`config.mk`:
```
export PLATFORM = sky130hd
export DESIGN_NAME = sequential_gear_shift_controller_core
export DESIGN_NICKNAME = d
export VERILOG_FILES = /design/src/rtl/core/sgsc_pkg.sv /design/src/rtl/core/sgsc_datapath.sv /design/src/rtl/core/sgsc_ctrl.sv /design/src/rtl/core/sequential_gear_shift_controller_core.sv
export VERILOG_INCLUDE_DIRS = /design/src /design/src/rtl/core
export SDC_FILE = /design/constraint.sdc
export NUM_CORES = 2
export LEC_CHECK = 0
export BUFFER_PORTS_ARGS = -buffer_cell sky130_fd_sc_hd__buf_2
export CAP_MARGIN = 20
export CORE_AREA = 10 10 218 220
export CTS_CLUSTER_DIAMETER = 60
export DETAILED_ROUTE_END_ITERATION = 16
export DIE_AREA = 0 0 228 230
export MAX_ROUTING_LAYER = met4
export PLACE_DENSITY = 0.83
export SLEW_MARGIN = 20
export SYNTH_ARGS = -nofsm -noshare
export SYNTH_HDL_FRONTEND = slang
export SYNTH_SLANG_ARGS = --single-unit
```
`constraint.sdc`:
```
create_clock -name clk -period 12.2 [get_ports clk]
set_input_delay 1.22 -clock clk [delete_from_list [all_inputs] [get_ports clk]]
set_output_delay 1.22 -clock clk [all_outputs]
set_load 0.02 [all_outputs]
```
`src/rtl/core/assert_macros.svh`:
```
// assertion macros used by the core top level
`ifndef ASSERT_MACROS_SVH
`define ASSERT_MACROS_SVH

// property that must hold at every clock edge out of reset
`define ASSERT_ALWAYS(label, expr, msg) \
	label: assert property (@(posedge clk) disable iff (!arst_n) (expr)) else $error(msg);

// consequent must hold in the same cycle as the antecedent
`define ASSERT_IMPLIES(label, ante, cons, msg) \
	label: assert property (@(posedge clk) disable iff (!arst_n) (ante) |-> (cons)) \
		else $error(msg);

// consequent must hold in the cycle after the antecedent
`define ASSERT_NEXT(label, ante, cons, msg) \
	label: assert property (@(posedge clk) disable iff (!arst_n) (ante) |=> (cons)) \
		else $error(msg);

`endif

```
`src/rtl/core/sgsc_pkg.sv`:
```
// shared types, constants and ratio table of the gear shift controller
package sgsc_pkg;

	// field widths
	localparam int SPD_W      = 14;
	localparam int TICKS_W    = 8;
	localparam int RED_W      = 14;
	localparam int GEAR_W     = 3;
	localparam int STATUS_W   = 3;
	localparam int RATIO_W    = 15;
	localparam int FRAC_W     = 16;
	localparam int PROD_W     = SPD_W + FRAC_W;
	localparam int IN_W       = 48;
	localparam int OUT_W      = 8;
	localparam int CFG_IDX_W  = 1;
	localparam int CFG_DATA_W = 14;

	// input word bit positions
	localparam int IN_WHEEL_LSB  = 0;
	localparam int IN_UP_BIT     = 14;
	localparam int IN_DOWN_BIT   = 15;
	localparam int IN_CLUTCH_BIT = 16;
	localparam int IN_MOTOR_LSB  = 17;
	localparam int IN_ENGINE_LSB = 31;

	// gear codes
	localparam logic [GEAR_W-1:0] GEAR_NEUTRAL  = 3'd0;
	localparam logic [GEAR_W-1:0] GEAR_FIRST    = 3'd1;
	localparam logic [GEAR_W-1:0] GEAR_SECOND   = 3'd2;
	localparam logic [GEAR_W-1:0] GEAR_TOP      = 3'd5;
	localparam logic [GEAR_W-1:0] GEAR_SHIFTING = 3'd6;

	// band half width 0.01 in q0.16, redline cap
	localparam logic [RATIO_W-1:0] BAND_Q16    = 15'd655;
	localparam logic [RED_W-1:0]   REDLINE_CAP = 14'd14000;

	// register reset values
	localparam logic [TICKS_W-1:0] HOLD_TICKS_RST = 8'd3;
	localparam logic [RED_W-1:0]   REDLINE_RST    = 14'd12000;

	// configuration register indexes
	localparam logic [CFG_IDX_W-1:0] CFG_HOLD_TICKS = 1'b0;
	localparam logic [CFG_IDX_W-1:0] CFG_REDLINE    = 1'b1;

	typedef enum logic [STATUS_W-1:0] {
		SS_IDLE    = 3'd0,
		SS_START   = 3'd1,
		SS_BOTH    = 3'd2,
		SS_REFUSED = 3'd3,
		SS_DONE    = 3'd4
	} shift_status_t;

	// controller to datapath commands
	typedef struct packed {
		logic load;
		logic meas_step;
		logic red_eval;
		logic commit;
	} sgsc_cmd_t;

	// datapath to controller status
	typedef struct packed {
		logic meas_done;
	} sgsc_stat_t;

	// overall ratio per gear in q0.16, zero for codes without a gear
	function automatic logic [RATIO_W-1:0] ratio_q16(input logic [GEAR_W-1:0] gear);
		logic [RATIO_W-1:0] r;
		case (gear)
			3'd1:    r = 15'd8753;
			3'd2:    r = 15'd10773;
			3'd3:    r = 15'd13082;
			3'd4:    r = 15'd15745;
			3'd5:    r = 15'd18099;
			default: r = '0;
		endcase
		return r;
	endfunction

endpackage

```
`src/rtl/core/sgsc_datapath.sv`:
```
// datapath: input capture, gear band search, redline check and shift state
module sgsc_datapath
	import sgsc_pkg::*;
#(
	parameter int HOLD_COUNT_BITS = 8
) (
	input  logic                  clk,
	input  logic                  arst_n,
	input  logic                  cfg_we,
	input  logic [CFG_IDX_W-1:0]  cfg_index,
	input  logic [CFG_DATA_W-1:0] cfg_data,
	input  logic [IN_W-1:0]       in_word,
	input  sgsc_cmd_t             cmd,
	output sgsc_stat_t            stat,
	output logic [OUT_W-1:0]      out_word
);

	localparam logic [HOLD_COUNT_BITS-1:0] HOLD_MAX = '1;
	localparam int CMP_W = (HOLD_COUNT_BITS > TICKS_W) ? HOLD_COUNT_BITS : TICKS_W;

	// configuration registers
	logic [TICKS_W-1:0] hold_ticks_q;
	logic [RED_W-1:0]   redline_q;

	// captured input word
	logic [SPD_W-1:0] wheel_q, motor_q, engine_q;
	logic             up_q, down_q, clutch_q;

	// persistent shift state
	logic [GEAR_W-1:0]          cur_gear_q, target_q;
	logic [HOLD_COUNT_BITS-1:0] hold_q;
	logic                       sol_up_q, sol_dn_q;

	// per-word working registers
	logic [GEAR_W-1:0] work_q, idx_q;
	logic              red_ok_q;
	logic [OUT_W-1:0]  out_q;

	// band search terms
	logic              meas_need;
	logic [RATIO_W-1:0] ratio_c;
	logic [PROD_W-1:0] lhs_c, hi_c, lo_c;
	logic              match_c;

	// redline terms
	logic [GEAR_W-1:0] red_tgt_c;
	logic [RED_W-1:0]  red_cap_c;
	logic [PROD_W-1:0] red_prod_c, wheel_sh_c;
	logic              red_ok_c;

	// next shift state
	logic [GEAR_W-1:0]          gear_n, target_n;
	logic [HOLD_COUNT_BITS-1:0] hold_n, hold_inc;
	logic                       sol_up_n, sol_dn_n;
	shift_status_t              status_n;
	logic                       up_ok;

	// configuration writes
	always_ff @(posedge clk or negedge arst_n) begin
		if (!arst_n) begin
			hold_ticks_q <= HOLD_TICKS_RST;
			redline_q    <= REDLINE_RST;
		end else if (cfg_we) begin
			unique case (cfg_index)
				CFG_HOLD_TICKS: hold_ticks_q <= cfg_data[TICKS_W-1:0];
				CFG_REDLINE:    redline_q    <= cfg_data[RED_W-1:0];
				default:        ;
			endcase
		end
	end

	// one gear band per cycle, both band edges compared
	assign meas_need = clutch_q && (cur_gear_q != GEAR_SHIFTING);
	assign ratio_c   = ratio_q16(idx_q);
	assign lhs_c     = {motor_q, {FRAC_W{1'b0}}};
	assign hi_c      = PROD_W'(ratio_c + BAND_Q16) * PROD_W'(engine_q);
	assign lo_c      = PROD_W'(ratio_c - BAND_Q16) * PROD_W'(engine_q);
	assign match_c   = (lhs_c <= hi_c) && (lhs_c >= lo_c);

	assign stat.meas_done = !meas_need || (engine_q == '0) || match_c || (idx_q == GEAR_TOP);

	// target gear of the requested shift and its redline product
	always_comb begin
		if (down_q) begin
			red_tgt_c = (work_q == GEAR_NEUTRAL) ? GEAR_FIRST : work_q - GEAR_W'(1);
		end else begin
			red_tgt_c = work_q + GEAR_W'(1);
		end
		red_cap_c  = (redline_q > REDLINE_CAP) ? REDLINE_CAP : redline_q;
		red_prod_c = PROD_W'(red_cap_c) * PROD_W'(ratio_q16(red_tgt_c));
		wheel_sh_c = {wheel_q, {FRAC_W{1'b0}}};
		red_ok_c   = (red_tgt_c >= GEAR_FIRST) && (red_tgt_c <= GEAR_TOP) &&
			(wheel_sh_c < red_prod_c);
	end

	// shift decision for the word in hand
	always_comb begin
		gear_n   = work_q;
		target_n = target_q;
		hold_n   = hold_q;
		sol_up_n = sol_up_q;
		sol_dn_n = sol_dn_q;
		status_n = SS_IDLE;
		hold_inc = (hold_q < HOLD_MAX) ? hold_q + HOLD_COUNT_BITS'(1) : hold_q;
		up_ok    = (work_q != GEAR_TOP) && clutch_q &&
			((work_q == GEAR_NEUTRAL) || red_ok_q);
		if (work_q == GEAR_SHIFTING) begin
			hold_n = hold_inc;
			if (CMP_W'(hold_inc) >= CMP_W'(hold_ticks_q)) begin
				sol_up_n = 1'b0;
				sol_dn_n = 1'b0;
				gear_n   = target_q;
				status_n = SS_DONE;
			end
		end else if (work_q <= GEAR_TOP) begin
			if (up_q && down_q) begin
				status_n = SS_BOTH;
			end else if (down_q) begin
				if ((work_q != GEAR_FIRST) && clutch_q && red_ok_q) begin
					hold_n   = '0;
					sol_dn_n = 1'b1;
					target_n = (work_q == GEAR_NEUTRAL) ? GEAR_FIRST : work_q - GEAR_W'(1);
					gear_n   = GEAR_SHIFTING;
					status_n = SS_START;
				end else begin
					status_n = SS_REFUSED;
				end
			end else if (up_q) begin
				if (up_ok) begin
					hold_n   = '0;
					sol_up_n = 1'b1;
					target_n = (work_q == GEAR_NEUTRAL) ? GEAR_SECOND : work_q + GEAR_W'(1);
					gear_n   = GEAR_SHIFTING;
					status_n = SS_START;
				end else begin
					status_n = SS_REFUSED;
				end
			end
		end
	end

	// word capture, band search steps, redline flag and result word
	always_ff @(posedge clk) begin
		if (cmd.load) begin
			wheel_q  <= in_word[IN_WHEEL_LSB +: SPD_W];
			up_q     <= in_word[IN_UP_BIT];
			down_q   <= in_word[IN_DOWN_BIT];
			clutch_q <= in_word[IN_CLUTCH_BIT];
			motor_q  <= in_word[IN_MOTOR_LSB +: SPD_W];
			engine_q <= in_word[IN_ENGINE_LSB +: SPD_W];
			work_q   <= cur_gear_q;
			idx_q    <= GEAR_FIRST;
		end else if (cmd.meas_step && meas_need) begin
			if (engine_q == '0) begin
				work_q <= GEAR_SHIFTING;
			end else if (match_c) begin
				work_q <= idx_q;
			end else if (idx_q == GEAR_TOP) begin
				work_q <= GEAR_SHIFTING;
			end else begin
				idx_q <= idx_q + GEAR_W'(1);
			end
		end
		if (cmd.red_eval) begin
			red_ok_q <= red_ok_c;
		end
		if (cmd.commit) begin
			out_q <= {status_n, sol_dn_n, sol_up_n, gear_n};
		end
	end

	// persistent state, updated once per word
	always_ff @(posedge clk or negedge arst_n) begin
		if (!arst_n) begin
			cur_gear_q <= GEAR_NEUTRAL;
			target_q   <= GEAR_NEUTRAL;
			hold_q     <= '0;
			sol_up_q   <= 1'b0;
			sol_dn_q   <= 1'b0;
		end else if (cmd.commit) begin
			cur_gear_q <= gear_n;
			target_q   <= target_n;
			hold_q     <= hold_n;
			sol_up_q   <= sol_up_n;
			sol_dn_q   <= sol_dn_n;
		end
	end

	assign out_word = out_q;

endmodule

```
`src/rtl/core/sgsc_ctrl.sv`:
```
// controller: sequences capture, band search, redline check and result hand-off
module sgsc_ctrl
	import sgsc_pkg::*;
(
	input  logic       clk,
	input  logic       arst_n,
	input  logic       in_valid,
	output logic       in_ready,
	output logic       out_valid,
	input  logic       out_ready,
	input  sgsc_stat_t stat,
	output sgsc_cmd_t  cmd
);

	typedef enum logic [3:0] {
		S_IDLE = 4'b0001,
		S_MEAS = 4'b0010,
		S_RED  = 4'b0100,
		S_FIN  = 4'b1000
	} state_t;

	state_t state_q, state_n;
	logic   out_valid_q;
	logic   out_free;

	assign out_free = !out_valid_q || out_ready;

	// next state and commands
	always_comb begin
		state_n       = state_q;
		cmd           = '0;
		in_ready      = 1'b0;
		unique case (state_q)
			S_IDLE: begin
				in_ready = 1'b1;
				if (in_valid) begin
					cmd.load = 1'b1;
					state_n  = S_MEAS;
				end
			end
			S_MEAS: begin
				cmd.meas_step = 1'b1;
				if (stat.meas_done) begin
					state_n = S_RED;
				end
			end
			S_RED: begin
				cmd.red_eval = 1'b1;
				state_n      = S_FIN;
			end
			S_FIN: begin
				if (out_free) begin
					cmd.commit = 1'b1;
					state_n    = S_IDLE;
				end
			end
			default: state_n = S_IDLE;
		endcase
	end

	// state register and result valid flag
	always_ff @(posedge clk or negedge arst_n) begin
		if (!arst_n) begin
			state_q     <= S_IDLE;
			out_valid_q <= 1'b0;
		end else begin
			state_q <= state_n;
			if (cmd.commit) begin
				out_valid_q <= 1'b1;
			end else if (out_ready) begin
				out_valid_q <= 1'b0;
			end
		end
	end

	assign out_valid = out_valid_q;

endmodule

```
`src/rtl/core/sequential_gear_shift_controller_core.sv`:
```
// top level of the sequential gear shift controller
// Usage:
//   s_axis: one word per control tick (wheel, motor and engine speed, the up,
//   down and clutch buttons). m_axis: one result word per input word with the
//   gear after the tick, both solenoid drives and the shift status.
//   cfg: write channel for shift_hold_ticks (index 0) and redline_rpm
//   (index 1); cfg_ready is always high, write only while no word is in work.
// Sequence:
//   an accepted word is captured, then goes through the gear band search (one
//   gear per cycle through the shared pair of band multipliers, ending at the
//   first match or at top gear, at once with the clutch up, the engine stopped
//   or a shift in progress), the redline multiply and the commit step, which
//   waits for a free output slot. The core works on one word at a time.
//   s_tready is high only while the controller waits for a word, so the next
//   word can enter while the previous result still sits in the output register.
// Reset: arst_n clears gear, target, hold count and solenoids and loads the
//   register defaults (3 hold ticks, 12000 rpm redline).
// Stall: a result waits in the output register while m_tready is low; the
//   next word is worked on and held at the commit step until the slot frees.
module sequential_gear_shift_controller_core
	import sgsc_pkg::*;
#(
	parameter int HOLD_COUNT_BITS = 8
) (
	input  logic                  clk,
	input  logic                  arst_n,
	// wheel_speed[13:0], up_pressed[14], down_pressed[15], clutch_pressed[16],
	// motor_speed[30:17], engine_speed[44:31], zero fill [47:45]
	input  logic [IN_W-1:0]       s_tdata,
	input  logic                  s_tvalid,
	output logic                  s_tready,
	// gear_now[2:0], solenoid_up[3], solenoid_down[4], shift_status[7:5]
	output logic [OUT_W-1:0]      m_tdata,
	output logic                  m_tvalid,
	input  logic                  m_tready,
	input  logic                  cfg_valid,
	output logic                  cfg_ready,
	input  logic [CFG_IDX_W-1:0]  cfg_index,
	input  logic [CFG_DATA_W-1:0] cfg_data
);

	sgsc_cmd_t  cmd;
	sgsc_stat_t stat;

	// result word fields seen by the checks
	logic [GEAR_W-1:0] res_gear;
	logic              res_sol_up, res_sol_dn;
	logic              res_start;

	assign cfg_ready = 1'b1;

	// control sequencer
	sgsc_ctrl u_ctrl (
		.clk       (clk),
		.arst_n    (arst_n),
		.in_valid  (s_tvalid),
		.in_ready  (s_tready),
		.out_valid (m_tvalid),
		.out_ready (m_tready),
		.stat      (stat),
		.cmd       (cmd)
	);

	// arithmetic and shift state
	sgsc_datapath #(
		.HOLD_COUNT_BITS (HOLD_COUNT_BITS)
	) u_datapath (
		.clk       (clk),
		.arst_n    (arst_n),
		.cfg_we    (cfg_valid && cfg_ready),
		.cfg_index (cfg_index),
		.cfg_data  (cfg_data),
		.in_word   (s_tdata),
		.cmd       (cmd),
		.stat      (stat),
		.out_word  (m_tdata)
	);

	assign res_gear   = m_tdata[2:0];
	assign res_sol_up = m_tdata[3];
	assign res_sol_dn = m_tdata[4];
	assign res_start  = m_tvalid && (m_tdata[7:5] == SS_START);

	// checks
	`include "assert_macros.svh"

	`ASSERT_IMPLIES(a_sol_excl, m_tvalid, !(res_sol_up && res_sol_dn), "both solenoids on")
	`ASSERT_NEXT(a_no_quick_commit, s_tvalid && s_tready, !cmd.commit, "commit after accept")
	`ASSERT_IMPLIES(a_gear_code, m_tvalid, res_gear != 3'd7, "invalid gear code")
	`ASSERT_IMPLIES(a_start_shifting, res_start, res_gear == GEAR_SHIFTING, "start without shift")

endmodule

```
; ---- After elaboration in Yosys (flattened, before gate mapping)
; Cells that the tools add are included.
[word_totals]
register_bits = 103
out_inout_bits = 11
elab_cells = 166
[classes]
n_addsub = 6
mul = 3
order_cmp = 9
eq_ne = 24
mux = 65
n_bitwise = 6
n_reduce_logical = 34
[ops]
columns = operator, n
row1 = case mux 15 bit (5 select lines), 2
row2 = 2-to-1 mux 3 bit, 26
row3 = 2-to-1 mux 8 bit, 8
row4 = multiplier 30 x 14 -> 30 bit, 2
row5 = greater-or-equal comparator 30 bit, 1
row6 = less-or-equal comparator 30 bit, 1
row7 = less-than comparator 30 x 29 -> 1 bit, 1
row8 = multiplier 14 x 15 -> 29 bit, 1
row9 = 2-to-1 mux 1 bit, 22
row10 = "adder 15 x 10 -> 16 bit, second input constant", 1
row11 = case mux 4 bit (4 select lines), 1
row12 = "subtractor 15 x 10 -> 16 bit, second input constant", 1
row13 = "equality test 3 bit, second input constant", 5
row14 = "> comparator 14 bit, second input constant", 1
row15 = zero test 14 bit, 1
row16 = 2-to-1 mux 14 bit, 1
row17 = "equality test 3 x 2 -> 1 bit, second input constant", 4
row18 = 2-to-1 mux 4 bit, 3
row19 = logical AND 1 bit, 10
row20 = nonzero test 2 bit, 5
row21 = "inequality test 3 bit, second input constant", 3
row22 = "adder 8 x 1 -> 8 bit, second input constant", 1
row23 = greater-or-equal comparator 8 bit, 1
row24 = "less-than comparator 8 bit, second input constant", 1
row25 = other kinds (24), 44

; ---- Depth between registers and ports, before layout
[depth]
ltp_word = 10
mapped_depth = 43
depth_no_buf = 41

; ---- Cells and area by module
; From an unflattened synthesis, not the netlist that was laid out.
[hier_totals]
hier_cells = 3049
hier_area_um2 = 28054.4
[modules_own_cells]
columns = mod, n_inst, cells_each, area_each_um2, seq_area_each_um2
row1 = sgsc_datapath, 1, 3021, 27770.4, 2733.9
row2 = sgsc_ctrl, 1, 26, 272.8, 126.4
row3 = sequential_gear_shift_controller_core, 1, 2, 11.3, 0.0

; ---- Worst setup path before layout
; No wires, ideal clock.
[synth_timing]
path_type = register -> register
start = register u_datapath.idx_q[1]
end = register u_datapath.work_q[2], data pin
t_arrival_ns = 9.112
required_ns = 11.939
path_slack_ns = 2.827
path_stages_with_launch = 38
path_buffers = 2
period_less_slack_ns = 9.373
cell_sequence = dfxtp_1 > inv_1 > ha_1 > clkbuf_1 > o22ai_1 > inv_1 > ha_1 > a211oi_1 > nand2_1 > nor2_1 > buf_2 > and2_1 > inv_1 > fa_1 > inv_1 > fa_1 > fa_1 > fa_1 > [2 not listed] > ha_1 > a21oi_1 > o21ai_0 > o41ai_2 > o21ai_1 > a41oi_1 > a21oi_1 > xnor2_1 > ha_1 > nand4_1 > nor2_1 > o2111ai_1 > nor3_1 > nand3_1 > nand4b_1 > o31ai_2 > nand2_1 > o32a_1
[synth_via]
elab_chain_cells = 10
[synth_rtl]
columns = element, line_no
row1 = start: declaration, sgsc_datapath.sv:35  ; logic [GEAR_W-1:0] work_q, idx_q;
row2 = start signal: assignment, sgsc_datapath.sv:161  ; idx_q <= idx_q + GEAR_W'(1);
row3 = "equality test 3 bit, or another cell as far along", sgsc_pkg.sv:69  ; case (gear)
row4 = case mux 15 bit (5 select lines) (*), sgsc_pkg.sv:69
row5 = adder 15 x 10 -> 16 bit or subtractor 15 x 10 -> 16 bit (tied branches), "sgsc_datapath.sv:76, sgsc_datapath.sv:77"
row6 = multiplier 30 x 14 -> 30 bit (on tied branches), "sgsc_datapath.sv:76, sgsc_datapath.sv:77"
row7 = less-or-equal comparator 30 bit or greater-or-equal comparator 30 bit (tied branches), sgsc_datapath.sv:78  ; assign match_c = (lhs_c <= hi_c) && (lhs_c >= lo_c);
row8 = logical AND 1 bit (*), sgsc_datapath.sv:78
row9 = 2-to-1 mux 3 bit (*), sgsc_datapath.sv:156  ; end else if (match_c) begin
row10 = 2-to-1 mux 3 bit (*), sgsc_datapath.sv:154  ; if (engine_q == '0) begin
row11 = 2-to-1 mux 3 bit (*), sgsc_datapath.sv:153  ; end else if (cmd.meas_step && meas_need) begin
row12 = 2-to-1 mux 3 bit (*), sgsc_datapath.sv:144  ; if (cmd.load) begin
row13 = end signal: assignment, sgsc_datapath.sv:151  ; work_q <= cur_gear_q;
row14 = end signal: assignment, sgsc_datapath.sv:157  ; work_q <= idx_q;
row15 = end: declaration, sgsc_datapath.sv:35
; Mark *: on every way between the ends. The rest lies on a longest branch, timed or not. The select of a mux whose other input is x is not followed.
; A chain may end at the register's enable or synchronous reset.

; ---- Worst setup path after layout
; Same ends and word-level chain as after synthesis.

==> summary.md <==
| Metric | Value |
|---|---|
| Status | `finished clean` |
| Via count | `21450` |
| Setup Crit Path Kind | `reg -> reg` |
| Final Hold Viols | `0` |
| Core area | `42890 um^2` |
| CTS max path bufs | `2` |
| Worst-Skew Late Latency | `410 ps` |
| Routed length per instance | `19.33 um` |
| Residual DRC | `0` |
| Dpl hpwl | `57.83 mm` |
| Area contributors post-synth | `fa_1 37%, ha_1 15%, inv_1 8.2%, edfxtp_1 6.1%, nand2_1 4.5%` |
| Pins over their slew limit | `0` |
| Final WL | `70.89 mm` |
| TritonCTS clock tree | `done` |
| Post-Route Setup TNS | `0 ps` |
| Die Y | `230 um` |
| Post-synthesis cell area | `28150 um^2` |
| Post-synthesis sequential area ratio | `10.16%` |
| First-pass GRT wire length | `116.7 mm` |
| Clock Root Buffer | `clkbuf_16` |
| Post-CTS setup buffers | `0` |
| Clock Skew | `17.35 ps` |
| Req. time, crit path | `12350 ps` |
| Final Cycle Share | `92.02%` |
| Synth async-reset ratio | `41.75%` |
| GRT Residual Overflow | `0` |
| CTS Hold Buffers Added | `0` |
| Syn avg cell area | `9.183 um^2` |
| Die area | `52440 um^2` |
| Vias in the first global route | `23270` |
| Initial Utilization | `65.63%` |
| Ys Warns | `0` |
| Slew HR | `30.13%` |
| Rows | `76` |
| FF/Latch Area | `2860 um^2` |
| CP arrival | `11380 ps` |
| Router iterations before antenna repair | `5` |
| Synth cell types | `90` |
| Post-route ant nets | `0` |
| Worst-Margin Slew | `1048 ps` |
| CTS buffer count | `9` |
| Gpl congestion | `0.9798` |
| Num Clock Sinks | `103` |
| PortBufs | `74` |
| Detailed Route Iter0 Violations | `1529` |
| Multi-input logic area | `22560 um^2` |
| GR Util All Layers | `28.51%` |
| Post-synth EDFFs | `57` |
| RSZ-0062 raised after global routing | `no` |
| Synth area leader | `fa_1` |
| Yosys reg bits | `103` |
| Largest net degree at the start of global routing | `44` |
| Dominant synthesized flop cell | `edfxtp_1` |
| I/O pin cnt | `79` |
| Vias per cell | `5.850` |
| # setup viols final | `0` |
| Crit path capture type | `flop` |
| Area grow syn2layout | `4.583%` |
| Critical Path Source Type | `flop` |
| Min cycle time layout | `11230 ps` |
| CP max FO | `14` |
| Fraction of layout cells with a size suffix above 1 | `6.167%` |
| Post-layout util | `68.64%` |
| Most common cell after layout, fill and taps aside | `inv_1` |
| Commonest non-fill, non-tap cells in the layout | `613 x inv_1, 523 x fa_1, 338 x nand2_1` |
| Fillers | `3322` |
| Syn Inst Count | `3065` |
| Worst-path clk slew | `100 ps` |
| Most used cell, CP | `fa_1` |
| Slowest CP cell | `o31ai_2` |
| Hold crit path type | `reg -> reg` |
| H-tree depth | `3` |
| Critical path's largest stage delay | `590 ps` |
| Achievable Freq | `0.08908 GHz` |
| Max_cap viols | `0` |
| Syn nets | `3992` |
| Yosys top cell area share | `37.20%` |
| Initial antenna violation count | `1` |
| Post_cts resized | `0` |
| Final nets | `4003` |
| Die width | `228 um` |
routing by layer:
metal / vias to the layer above / global-route usage (%) / wire length, um
met5: - / - / 0
met1: 10720 / 31.12 / 25360
met2: 856 / 48.41 / 35750
li1: 9603 / - / -
met4: 0 / 18.39 / 5137
met3: 279 / 4.198 / 4641
layout make-up:
cell class | count | area share, %
Clock inverter | 7 | 0.2848
Clock buffer | 9 | 0.7651
Timing Repair Buffer | 111 | 2.253
Antenna cell | 1 | 0.008501
Inverter | 616 | 7.855
Sequential cell | 103 | 9.717
Multi-Input combinational cell | 2235 | 76.63
Tap cell | 585 | 2.487
synth_stat cells (6+ instances only):
master and n:
o31ai_1 9, a21oi_1 99, o22ai_1 6, fa_1 523
clkbuf_1 97, a32o_1 8, o21ai_0 52, xor2_1 26
mux2i_1 9, inv_1 614, mux2_2 18, a31oi_1 12
or2_2 7, nor3_1 24, nand2b_1 44, o21a_1 21
dfrtp_1 33, xnor2_1 58, nor2b_1 55, dfstp_2 10
nand4_1 19, ha_1 336, and3_1 19, a21o_1 35
o211ai_1 8, nor2_1 169, o21ai_1 11, nand2_1 338
buf_2 8, or3_1 7, o21bai_1 9, nor4_1 7
a211oi_1 12, nand3_1 32, and2_1 175, edfxtp_1 57
metrics by stage:
step	instances	setup WS, ps	instance area, um^2	hold WS [ps]
2_1_floorplan	3065	2827	28150	449.1
3_3_place_gp	3648	1263	29080	465.6
3_5_place_dp	3648	901.4	29080	483.2
4_1_cts	3664	891.9	29390	504.8
5_1_grt	3667	237.2	29440	536.6
6_report	3667	973.6	29440	501.7
final timing paths:
path                                      from                       to  slack (ps)  depth (start not counted)
hold reg to reg            u_datapath.sol_up_q      u_datapath.sol_up_q         500                          2
max in group asynchronous               arst_n         u_ctrl.out_valid       10660                          1
setup reg to reg           u_datapath.idx_q[1]     u_datapath.work_q[2]         970                         37
min in group asynchronous               arst_n  u_datapath.redline_q[0]         940                          1
setup / recovery           u_datapath.idx_q[1]     u_datapath.work_q[2]         970                         37
hold / removal             u_datapath.sol_up_q      u_datapath.sol_up_q         500                          2
cells by family (layout without fill, tap and decap cells):
kind of cell,Yosys count,after routing,synth area share (%)
other,1,2,0.01332
AOI/OAI and AO/OA,341,341,8.282
and+or+nand+nor,921,921,15.91
adders and majority gates,859,859,52.14
xor gates and xnor gates,84,84,2.614
DFF,103,103,10.16
muxes,29,29,1.120
buffers and inverters,727,743,9.758
worst max-delay path: cells and delay by family (launching register included):
| family | cells | cell delay [ps] |
|---|---|---|
| flops | 1 | 520 |
| compound gates | 11 | 3510 |
| fa+ha+maj | 10 | 4390 |
| xor+xnor | 1 | 160 |
| simple gates | 10 | 1630 |
| buf+inv | 5 | 750 |
state kept, by name, indices dropped and copies added, names as in the netlist, 3 cells and up:
name / count
u_datapath.idx_q: 3
u_ctrl.state_q: 4
u_datapath.hold_q: 8
u_datapath.engine_q: 14
u_datapath.target_q: 3
u_datapath.work_q: 3
u_datapath.cur_gear_q: 3
u_datapath.redline_q: 14
u_datapath.wheel_q: 14
u_datapath.hold_ticks_q: 8
u_datapath.motor_q: 14
u_datapath.out_word: 8
Power is left out: the tool's default activity adds up to more than one toggle a clock period on the data nets, which glitch-free logic cannot reach.
